<file path="src/hsv_to_rgb_converter_assert.svh">
// assertion macros for the converter module
`ifndef HSV_TO_RGB_CONVERTER_ASSERT_SVH
`define HSV_TO_RGB_CONVERTER_ASSERT_SVH

// checked outside reset only
`define HSV_ASSERT(lbl, prop, msg) \
    lbl: assert property (@(posedge i_clk) disable iff (!i_rst_n) prop) else $error(msg);

// checked at every edge, reset included
`define HSV_ASSERT_ALWAYS(lbl, prop, msg) \
    lbl: assert property (@(posedge i_clk) prop) else $error(msg);

`endif

</file>
<file path="src/hsv_pkg.sv">
package hsv_pkg;

    // clamped percentages
    localparam int unsigned PCT_W   = 7;
    localparam int unsigned PCT_MAX = 100;
    // channel coefficients, up to 255*100
    localparam int unsigned COEF_W  = 15;
    localparam int unsigned SECT_W  = 3;
    localparam int unsigned PROD_W  = PCT_W + COEF_W;
    // quotient path: floor(x / 10000) = floor((x >> 4) / 625)
    localparam int unsigned Y_W     = PROD_W - 4;
    localparam int unsigned RECIP_W = 19;
    localparam int unsigned RECIP_SH = 28;

    localparam logic [COEF_W-1:0]  K_FULL_COEF = COEF_W'(25500);
    localparam logic [PROD_W-1:0]  K_ROUND_OFS = PROD_W'(5000);
    localparam logic [RECIP_W-1:0] K_RECIP_625 = RECIP_W'(429497);

    // sector base values of 6*hue, multiples of 255
    localparam logic [10:0] K_SECT_BASE [7] = '{
        11'd0, 11'd255, 11'd510, 11'd765, 11'd1020, 11'd1275, 11'd1530
    };

    typedef struct packed {
        logic s1;
        logic s2;
        logic s3;
    } t_stage_en;

    typedef struct packed {
        logic [PCT_W-1:0]  v;
        logic [COEF_W-1:0] cp;
        logic [COEF_W-1:0] cq;
        logic [COEF_W-1:0] ct;
        logic [SECT_W-1:0] sector;
    } t_coef;

endpackage

</file>
<file path="src/hsv_front.sv">
module hsv_front
    import hsv_pkg::*;
(
    input  logic      i_clk,
    input  t_stage_en i_en,
    input  logic [7:0] i_hue,
    input  logic [7:0] i_saturation,
    input  logic [7:0] i_brightness,
    output t_coef     o_coef
);

    logic [PCT_W-1:0]  n_s1_s;
    logic [PCT_W-1:0]  n_s1_v;
    logic [SECT_W-1:0] n_s1_sector;
    logic [7:0]        n_s1_rem;
    logic [10:0]       scaled;

    logic [PCT_W-1:0]  r_s1_s;
    logic [PCT_W-1:0]  r_s1_v;
    logic [SECT_W-1:0] r_s1_sector;
    logic [7:0]        r_s1_rem;

    logic [COEF_W-1:0] n_s2_cp;
    logic [COEF_W-1:0] n_s2_cq;
    logic [COEF_W-1:0] n_s2_ct;
    t_coef             r_coef;

    // clamp percentages, split 6*hue into sector and remainder
    always_comb begin
        n_s1_s = (i_saturation > 8'(PCT_MAX)) ? PCT_W'(PCT_MAX) : i_saturation[PCT_W-1:0];
        n_s1_v = (i_brightness > 8'(PCT_MAX)) ? PCT_W'(PCT_MAX) : i_brightness[PCT_W-1:0];
        scaled = 11'({3'd0, i_hue} * 11'd6);
        n_s1_sector = '0;
        for (int k = 1; k < 7; k++) begin
            if (scaled >= K_SECT_BASE[k]) begin
                n_s1_sector = SECT_W'(k);
            end
        end
        n_s1_rem = 8'(scaled - K_SECT_BASE[n_s1_sector]);
    end

    always_ff @(posedge i_clk) begin
        if (i_en.s1) begin
            r_s1_s      <= n_s1_s;
            r_s1_v      <= n_s1_v;
            r_s1_sector <= n_s1_sector;
            r_s1_rem    <= n_s1_rem;
        end
    end

    // scaled levels p, q and t before the brightness product
    always_comb begin
        n_s2_cp = COEF_W'((PCT_W'(PCT_MAX) - r_s1_s) * COEF_W'(255));
        n_s2_cq = K_FULL_COEF - COEF_W'(r_s1_s * r_s1_rem);
        n_s2_ct = K_FULL_COEF - COEF_W'(r_s1_s * (8'd255 - r_s1_rem));
    end

    always_ff @(posedge i_clk) begin
        if (i_en.s2) begin
            r_coef.v      <= r_s1_v;
            r_coef.cp     <= n_s2_cp;
            r_coef.cq     <= n_s2_cq;
            r_coef.ct     <= n_s2_ct;
            r_coef.sector <= r_s1_sector;
        end
    end

    assign o_coef = r_coef;

endmodule

</file>
<file path="src/hsv_chan.sv">
module hsv_chan
    import hsv_pkg::*;
(
    input  logic              i_clk,
    input  logic              i_en,
    input  logic [PCT_W-1:0]  i_v,
    input  logic [COEF_W-1:0] i_coef,
    output logic [7:0]        o_level
);

    logic [PROD_W-1:0]          n_sum;
    logic [Y_W-1:0]             r_y;
    logic [Y_W+RECIP_W-1:0]     quot;

    // brightness product with the half step for rounding
    assign n_sum = PROD_W'(i_v * i_coef) + K_ROUND_OFS;

    always_ff @(posedge i_clk) begin
        if (i_en) begin
            r_y <= n_sum[PROD_W-1:4];
        end
    end

    // divide by 625 through the reciprocal
    assign quot    = (Y_W+RECIP_W)'(r_y * K_RECIP_625);
    assign o_level = quot[RECIP_SH+7:RECIP_SH];

endmodule

</file>
<file path="src/hsv_to_rgb_converter.sv">
// HSV to RGB colour converter.
// Input channel: i_valid / o_stall carry one colour per beat, i_hue (0..255 for
// 0..360 degrees), i_saturation and i_brightness in percent, clamped at 100.
// Output channel: o_valid / i_stall carry one beat of o_red, o_green, o_blue.
// A beat is taken at a rising edge where valid is high and stall is low.
// Four register stages lie between an accepted input and the result on the output
// register; one colour per cycle is sustained while the receiver does not stall.
// Stages: clamp and sector split, p/q/t coefficients, brightness product,
// reciprocal division by 625 with channel permutation into the output register.
// Each stage holds a valid bit and moves on when the stage after it is empty
// or moving, so bubbles close up and beats keep flowing while a result waits.
// When the receiver stalls, the output holds and the pipeline fills; o_stall
// rises once all four stages hold beats. No beat is lost or repeated.
// Synchronous active-low reset clears all valid bits; o_valid is low after it.
module hsv_to_rgb_converter
    import hsv_pkg::*;
(
    input  logic       i_clk,
    input  logic       i_rst_n,
    input  logic       i_valid,
    output logic       o_stall,
    input  logic [7:0] i_hue,
    input  logic [7:0] i_saturation,
    input  logic [7:0] i_brightness,
    output logic       o_valid,
    input  logic       i_stall,
    output logic [7:0] o_red,
    output logic [7:0] o_green,
    output logic [7:0] o_blue
);

`include "hsv_to_rgb_converter_assert.svh"

    logic              r_v1;
    logic              r_v2;
    logic              r_v3;
    logic              r_v4;
    logic              en4;
    t_stage_en         en;
    t_coef             coef;
    logic [SECT_W-1:0] r_sector3;
    logic [7:0]        lvl_v;
    logic [7:0]        lvl_p;
    logic [7:0]        lvl_q;
    logic [7:0]        lvl_t;
    logic [7:0]        n_red;
    logic [7:0]        n_green;
    logic [7:0]        n_blue;
    logic [7:0]        r_red;
    logic [7:0]        r_green;
    logic [7:0]        r_blue;

    // stage enables, a stage moves when empty or when its successor moves
    always_comb begin
        en4   = !r_v4 || !i_stall;
        en.s3 = !r_v3 || en4;
        en.s2 = !r_v2 || en.s3;
        en.s1 = !r_v1 || en.s2;
    end

    assign o_stall = !en.s1;

    // valid bits
    always_ff @(posedge i_clk) begin
        if (!i_rst_n) begin
            r_v1 <= 1'b0;
            r_v2 <= 1'b0;
            r_v3 <= 1'b0;
            r_v4 <= 1'b0;
        end else begin
            if (en.s1) r_v1 <= i_valid;
            if (en.s2) r_v2 <= r_v1;
            if (en.s3) r_v3 <= r_v2;
            if (en4)   r_v4 <= r_v3;
        end
    end

    // sector and coefficients
    hsv_front u_front (
        .i_clk        (i_clk),
        .i_en         (en),
        .i_hue        (i_hue),
        .i_saturation (i_saturation),
        .i_brightness (i_brightness),
        .o_coef       (coef)
    );

    // one divider lane per level
    hsv_chan u_chan_v (
        .i_clk   (i_clk),
        .i_en    (en.s3),
        .i_v     (coef.v),
        .i_coef  (K_FULL_COEF),
        .o_level (lvl_v)
    );

    hsv_chan u_chan_p (
        .i_clk   (i_clk),
        .i_en    (en.s3),
        .i_v     (coef.v),
        .i_coef  (coef.cp),
        .o_level (lvl_p)
    );

    hsv_chan u_chan_q (
        .i_clk   (i_clk),
        .i_en    (en.s3),
        .i_v     (coef.v),
        .i_coef  (coef.cq),
        .o_level (lvl_q)
    );

    hsv_chan u_chan_t (
        .i_clk   (i_clk),
        .i_en    (en.s3),
        .i_v     (coef.v),
        .i_coef  (coef.ct),
        .o_level (lvl_t)
    );

    always_ff @(posedge i_clk) begin
        if (en.s3) begin
            r_sector3 <= coef.sector;
        end
    end

    // channel permutation by sector, top sector shares the last case
    always_comb begin
        unique case (r_sector3)
            3'd0: begin
                n_red = lvl_v; n_green = lvl_t; n_blue = lvl_p;
            end
            3'd1: begin
                n_red = lvl_q; n_green = lvl_v; n_blue = lvl_p;
            end
            3'd2: begin
                n_red = lvl_p; n_green = lvl_v; n_blue = lvl_t;
            end
            3'd3: begin
                n_red = lvl_p; n_green = lvl_q; n_blue = lvl_v;
            end
            3'd4: begin
                n_red = lvl_t; n_green = lvl_p; n_blue = lvl_v;
            end
            default: begin
                n_red = lvl_v; n_green = lvl_p; n_blue = lvl_q;
            end
        endcase
    end

    // output register
    always_ff @(posedge i_clk) begin
        if (en4) begin
            r_red   <= n_red;
            r_green <= n_green;
            r_blue  <= n_blue;
        end
    end

    assign o_valid = r_v4;
    assign o_red   = r_red;
    assign o_green = r_green;
    assign o_blue  = r_blue;

    // assertions
    `HSV_ASSERT(a_stall_full, o_stall |-> (r_v1 && r_v2 && r_v3 && r_v4), "stall with empty stage")
    `HSV_ASSERT(a_accept_lands, (i_valid && !o_stall) |=> r_v1, "accepted beat not in first stage")
    `HSV_ASSERT(a_held_result, (o_valid && i_stall) |=> (o_valid && $stable(o_red)), "held result dropped")
    `HSV_ASSERT_ALWAYS(a_reset_empty, !$past(i_rst_n) |-> !o_valid, "valid output after reset")

endmodule

</file>
<file path="config.mk">
export PLATFORM = sky130hd
export DESIGN_NAME = hsv_to_rgb_converter
export DESIGN_NICKNAME = d
export VERILOG_FILES = /design/src/hsv_pkg.sv /design/src/hsv_front.sv /design/src/hsv_chan.sv /design/src/hsv_to_rgb_converter.sv
export VERILOG_INCLUDE_DIRS = /design/src /design/src/src
export SDC_FILE = /design/constraint.sdc
export NUM_CORES = 2
export LEC_CHECK = 0
export BUFFER_PORTS_ARGS = -buffer_cell sky130_fd_sc_hd__buf_2
export CAP_MARGIN = 20
export CORE_UTILIZATION = 30
export DETAILED_ROUTE_END_ITERATION = 10
export PLACE_DENSITY = 0.52
export SKIP_CTS_REPAIR_TIMING = 1
export SLEW_MARGIN = 10
export SYNTH_ARGS = -nofsm -noshare
export SYNTH_HDL_FRONTEND = slang
export SYNTH_SLANG_ARGS = --single-unit
</file>
<file path="constraint.sdc">
create_clock -name i_clk -period 8 [get_ports i_clk]
set_input_delay 0.8 -clock i_clk [delete_from_list [all_inputs] [get_ports i_clk]]
set_output_delay 0.8 -clock i_clk [all_outputs]
set_load 0.005 [all_outputs]
</file>
==> flow_summary.toml <==
[placed_design]
gp_congestion = 0.893
hpwlAfterDp_um = 90600
port_buffers = 53

[hold_path]
hold_path.class = "flip-flop to flip-flop"

[routing]
first_pass_iters = 8
drt_iter0_markers = 1307
avgViaCountPerCell = 4.40
vias = 29595
drc = 20
antenna_left = 0
drt_wl_total_um = 102000
post_drt_wl_per_cell_um = 15.2

[layout]
final_nets = 6409
drive_above_1_share_pct = 3.28
synthToLayoutAreaGrowth_pct = 7.13

[flow_run]
drv_cap = 0

[die]
coreArea_um2 = 154000
pin_count = 54
die_w_um = 396
die_h_um = 396
start_util_pct = 30.2
die_area_um2 = 157000
rows = 144

[global_route]
met2_usage_pct = 22.8
grt_antenna_before_repair = 1
top_usage_layer = "met2"
grt_pass1_vias = 31951
use_met1_pct = 18.9
grt_pass1_wl_um = 169000
grt_max_degree = 67
grt-ovfl-total = 0
grt_util_met3_pct = 1.36
track_usage_pct = 13.5

[run_status]
status = "complete, but fails checks"
violations = "design-rule violations"

[timing]
skew_ns = 0.0180
tightestPinTransition_ns = 1.02
grt_setup_unrepaired = "false"
fin_crit_sh_pct = 89.0
hold_violations = 0
clock.fmax_mhz = 140
period_needed_ns = 7.12
setup_tns_ns = 0
slew_headroom_pct = 31.5
maxSlewViolCount = 0
setup_viol = 0

[critical_path]
cp-start-kind = "flip-flop"
arrival_ns = 7.53
path_max_fanout = 6
critPathCaptureType = "flip-flop"
crit_type = "flip-flop to flip-flop"
worstPathRequired_ns = 8.40

[cts]
cts_made_buffers = 17
cts_sinks = 183
clkSlewWorstSetupHoldPaths_ns = 0.09
cts-htree-levels = 4
cts_buffer_depth = 2
tritoncts = "done"
cts-root-buf = "clkbuf_16"
clk_latency_ns = 0.53

[synth]
synth-edff-count = 179
synth_top_area_share_pct = 35.1
ys_ff_latch = 183
ys_types = 72
synth_flop_cell = "edfxtp_1"
synth_seq_area_share_pct = 11.7
synth_warnings = 0
syn_area_um2 = 46600
syn-instance-count = 4648
yosys-top-cells-area = "fa_1, ha_1, edfxtp_1"
synth_fp_nets = 6382
avgSynthCellArea_um2 = 10.0
synthArstFlopShare_pct = 0
yosys.area.top_type = "fa_1"
==> Yosys cell counts (all sizes together), types with 14 or more instances <==
cell       n
xor2      52
a211oi    16
a21oi    133
o21bai    19
a31oi     16
edfxtp   179
a21boi    14
fa       818
mux2i     21
nand2    241
clkbuf    65
and3      20
a21o      44
o21ai     92
nor3      34
xnor2    131
nor2     113
inv     1252
o21a      14
or2       20
and2     229
nand2b    31
ha       888
nand4     17
nand3     34
nor2b     52
==> sequential cells by signal, indices dropped and copies added (netlist names) <==
register / count
u_chan_t.r_y: 18
u_chan_q.r_y: 18
u_front.r_s1_s: 7
o_green: 8
u_front.r_s1_v: 7
u_chan_p.r_y: 18
r_v3: 1
o_red: 8
r_sector3: 3
u_front.o_coef: 55
o_valid: 1
u_front.r_s1_rem: 8
o_blue: 8
u_chan_v.r_y: 18
r_v2: 1
r_v1: 1
u_front.r_s1_sector: 3
==> cell usage in the layout, fill, tap and decap left out, types with 8 or more instances in the layout <==
master | synthesis | final
nand2_1 | 240 | 239
and3_1 | 20 | 20
nor3_1 | 34 | 34
inv_1 | 1251 | 1250
edfxtp_1 | 179 | 179
buf_2 | 1 | 53
fa_1 | 818 | 818
o21bai_1 | 19 | 19
a211oi_1 | 14 | 14
o21ai_0 | 87 | 87
nand2b_1 | 31 | 31
or2_2 | 19 | 19
a21boi_0 | 14 | 14
ha_1 | 888 | 888
xor2_1 | 52 | 52
a21oi_1 | 133 | 133
o21a_1 | 14 | 14
a21o_1 | 44 | 44
mux2i_1 | 21 | 21
a31oi_1 | 15 | 15
and2_1 | 229 | 229
a211o_1 | 8 | 8
clkbuf_16 | 0 | 17
nand3_1 | 34 | 34
nor2_1 | 113 | 113
nand4_1 | 17 | 17
nor2b_1 | 52 | 52
buf_4 | 0 | 22
xnor2_1 | 129 | 129
mux2_2 | 9 | 9
==> area by class of cell <==
cell class | instances | area, um^2
Fill cell | 15931 | 104000
Multi-Input combinational cell | 3143 | 36200
Sequential cell | 183 | 5460
Inverter | 1254 | 4710
Tap cell | 2044 | 2560
Timing Repair Buffer | 76 | 450
Clock buffer | 18 | 429
Clock inverter | 14 | 138
Antenna cell | 1 | 2.50
==> metal layers <==
layer | vias up | wire length [um]
li1 | 14496 | -
met1 | 14748 | 50600
met2 | 297 | 48100
met3 | 54 | 2450
met4 | 0 | 1330
met5 | - | 0
==> worst paths after layout <==
check                           slack (ns)  cells past startpoint                 end              start
worst max-delay path                  0.88                     22          o_green[6]    u_chan_t.r_y[5]
worst min register to register        0.42                      0  u_front.o_coef[53]  u_front.r_s1_v[5]
worst min-delay path                  0.42                      0  u_front.o_coef[53]  u_front.r_s1_v[5]
worst max register to register        0.88                     22          o_green[6]    u_chan_t.r_y[5]
==> worst max-delay path, cell delays in order, from the launching register on <==
cell and delay, ns:
edfxtp_1 0.57, ha_1 0.42, inv_1 0.12, fa_1 0.55, inv_1 0.06, fa_1 0.48
fa_1 0.54, inv_1 0.05, fa_1 0.45, fa_1 0.49, inv_1 0.04, ha_1 0.27
a21oi_1 0.07, o21ai_0 0.62, a211oi_1 0.29, o21ai_1 0.34, nand3_1 0.14, a21boi_0 0.35
a31oi_1 0.16, xnor2_1 0.30, nor2_1 0.08, a2111oi_0 0.44, a221o_1 0.18
==> kinds of logic (layout without fill, tap and decap cells) <==
logic type / after synthesis / after routing / synth area share, %
and+or+nand+nor: 811 / 811 / 8.86
AOI/OAI and AO/OA: 413 / 413 / 5.68
xor gates and xnor gates: 183 / 183 / 3.49
buffers and inverters: 1322 / 1362 / 10.6
muxes: 30 / 30 / 0.668
adders and majority gates: 1706 / 1706 / 59.0
DFF: 183 / 183 / 11.7
other: 0 / 1 / 0
==> stage by stage <==
stage	hold WS (ns)	setup slack [ns]	area, um^2	util (%)	cells
final	0.422	0.877	50000	32.4	6733
after global routing	0.435	0.360	49900	32.4	6732
after CTS	0.425	0.764	49900	32.4	6732
after detailed placement	0.405	0.770	49400	32.0	6700
after global placement	0.403	0.828	49400	32.0	6700
after floorplan	0.400	1.87	46600	-	4648
Power is not shown: default switching activity piles up to over one toggle a cycle in this logic, so the estimate is an artifact.
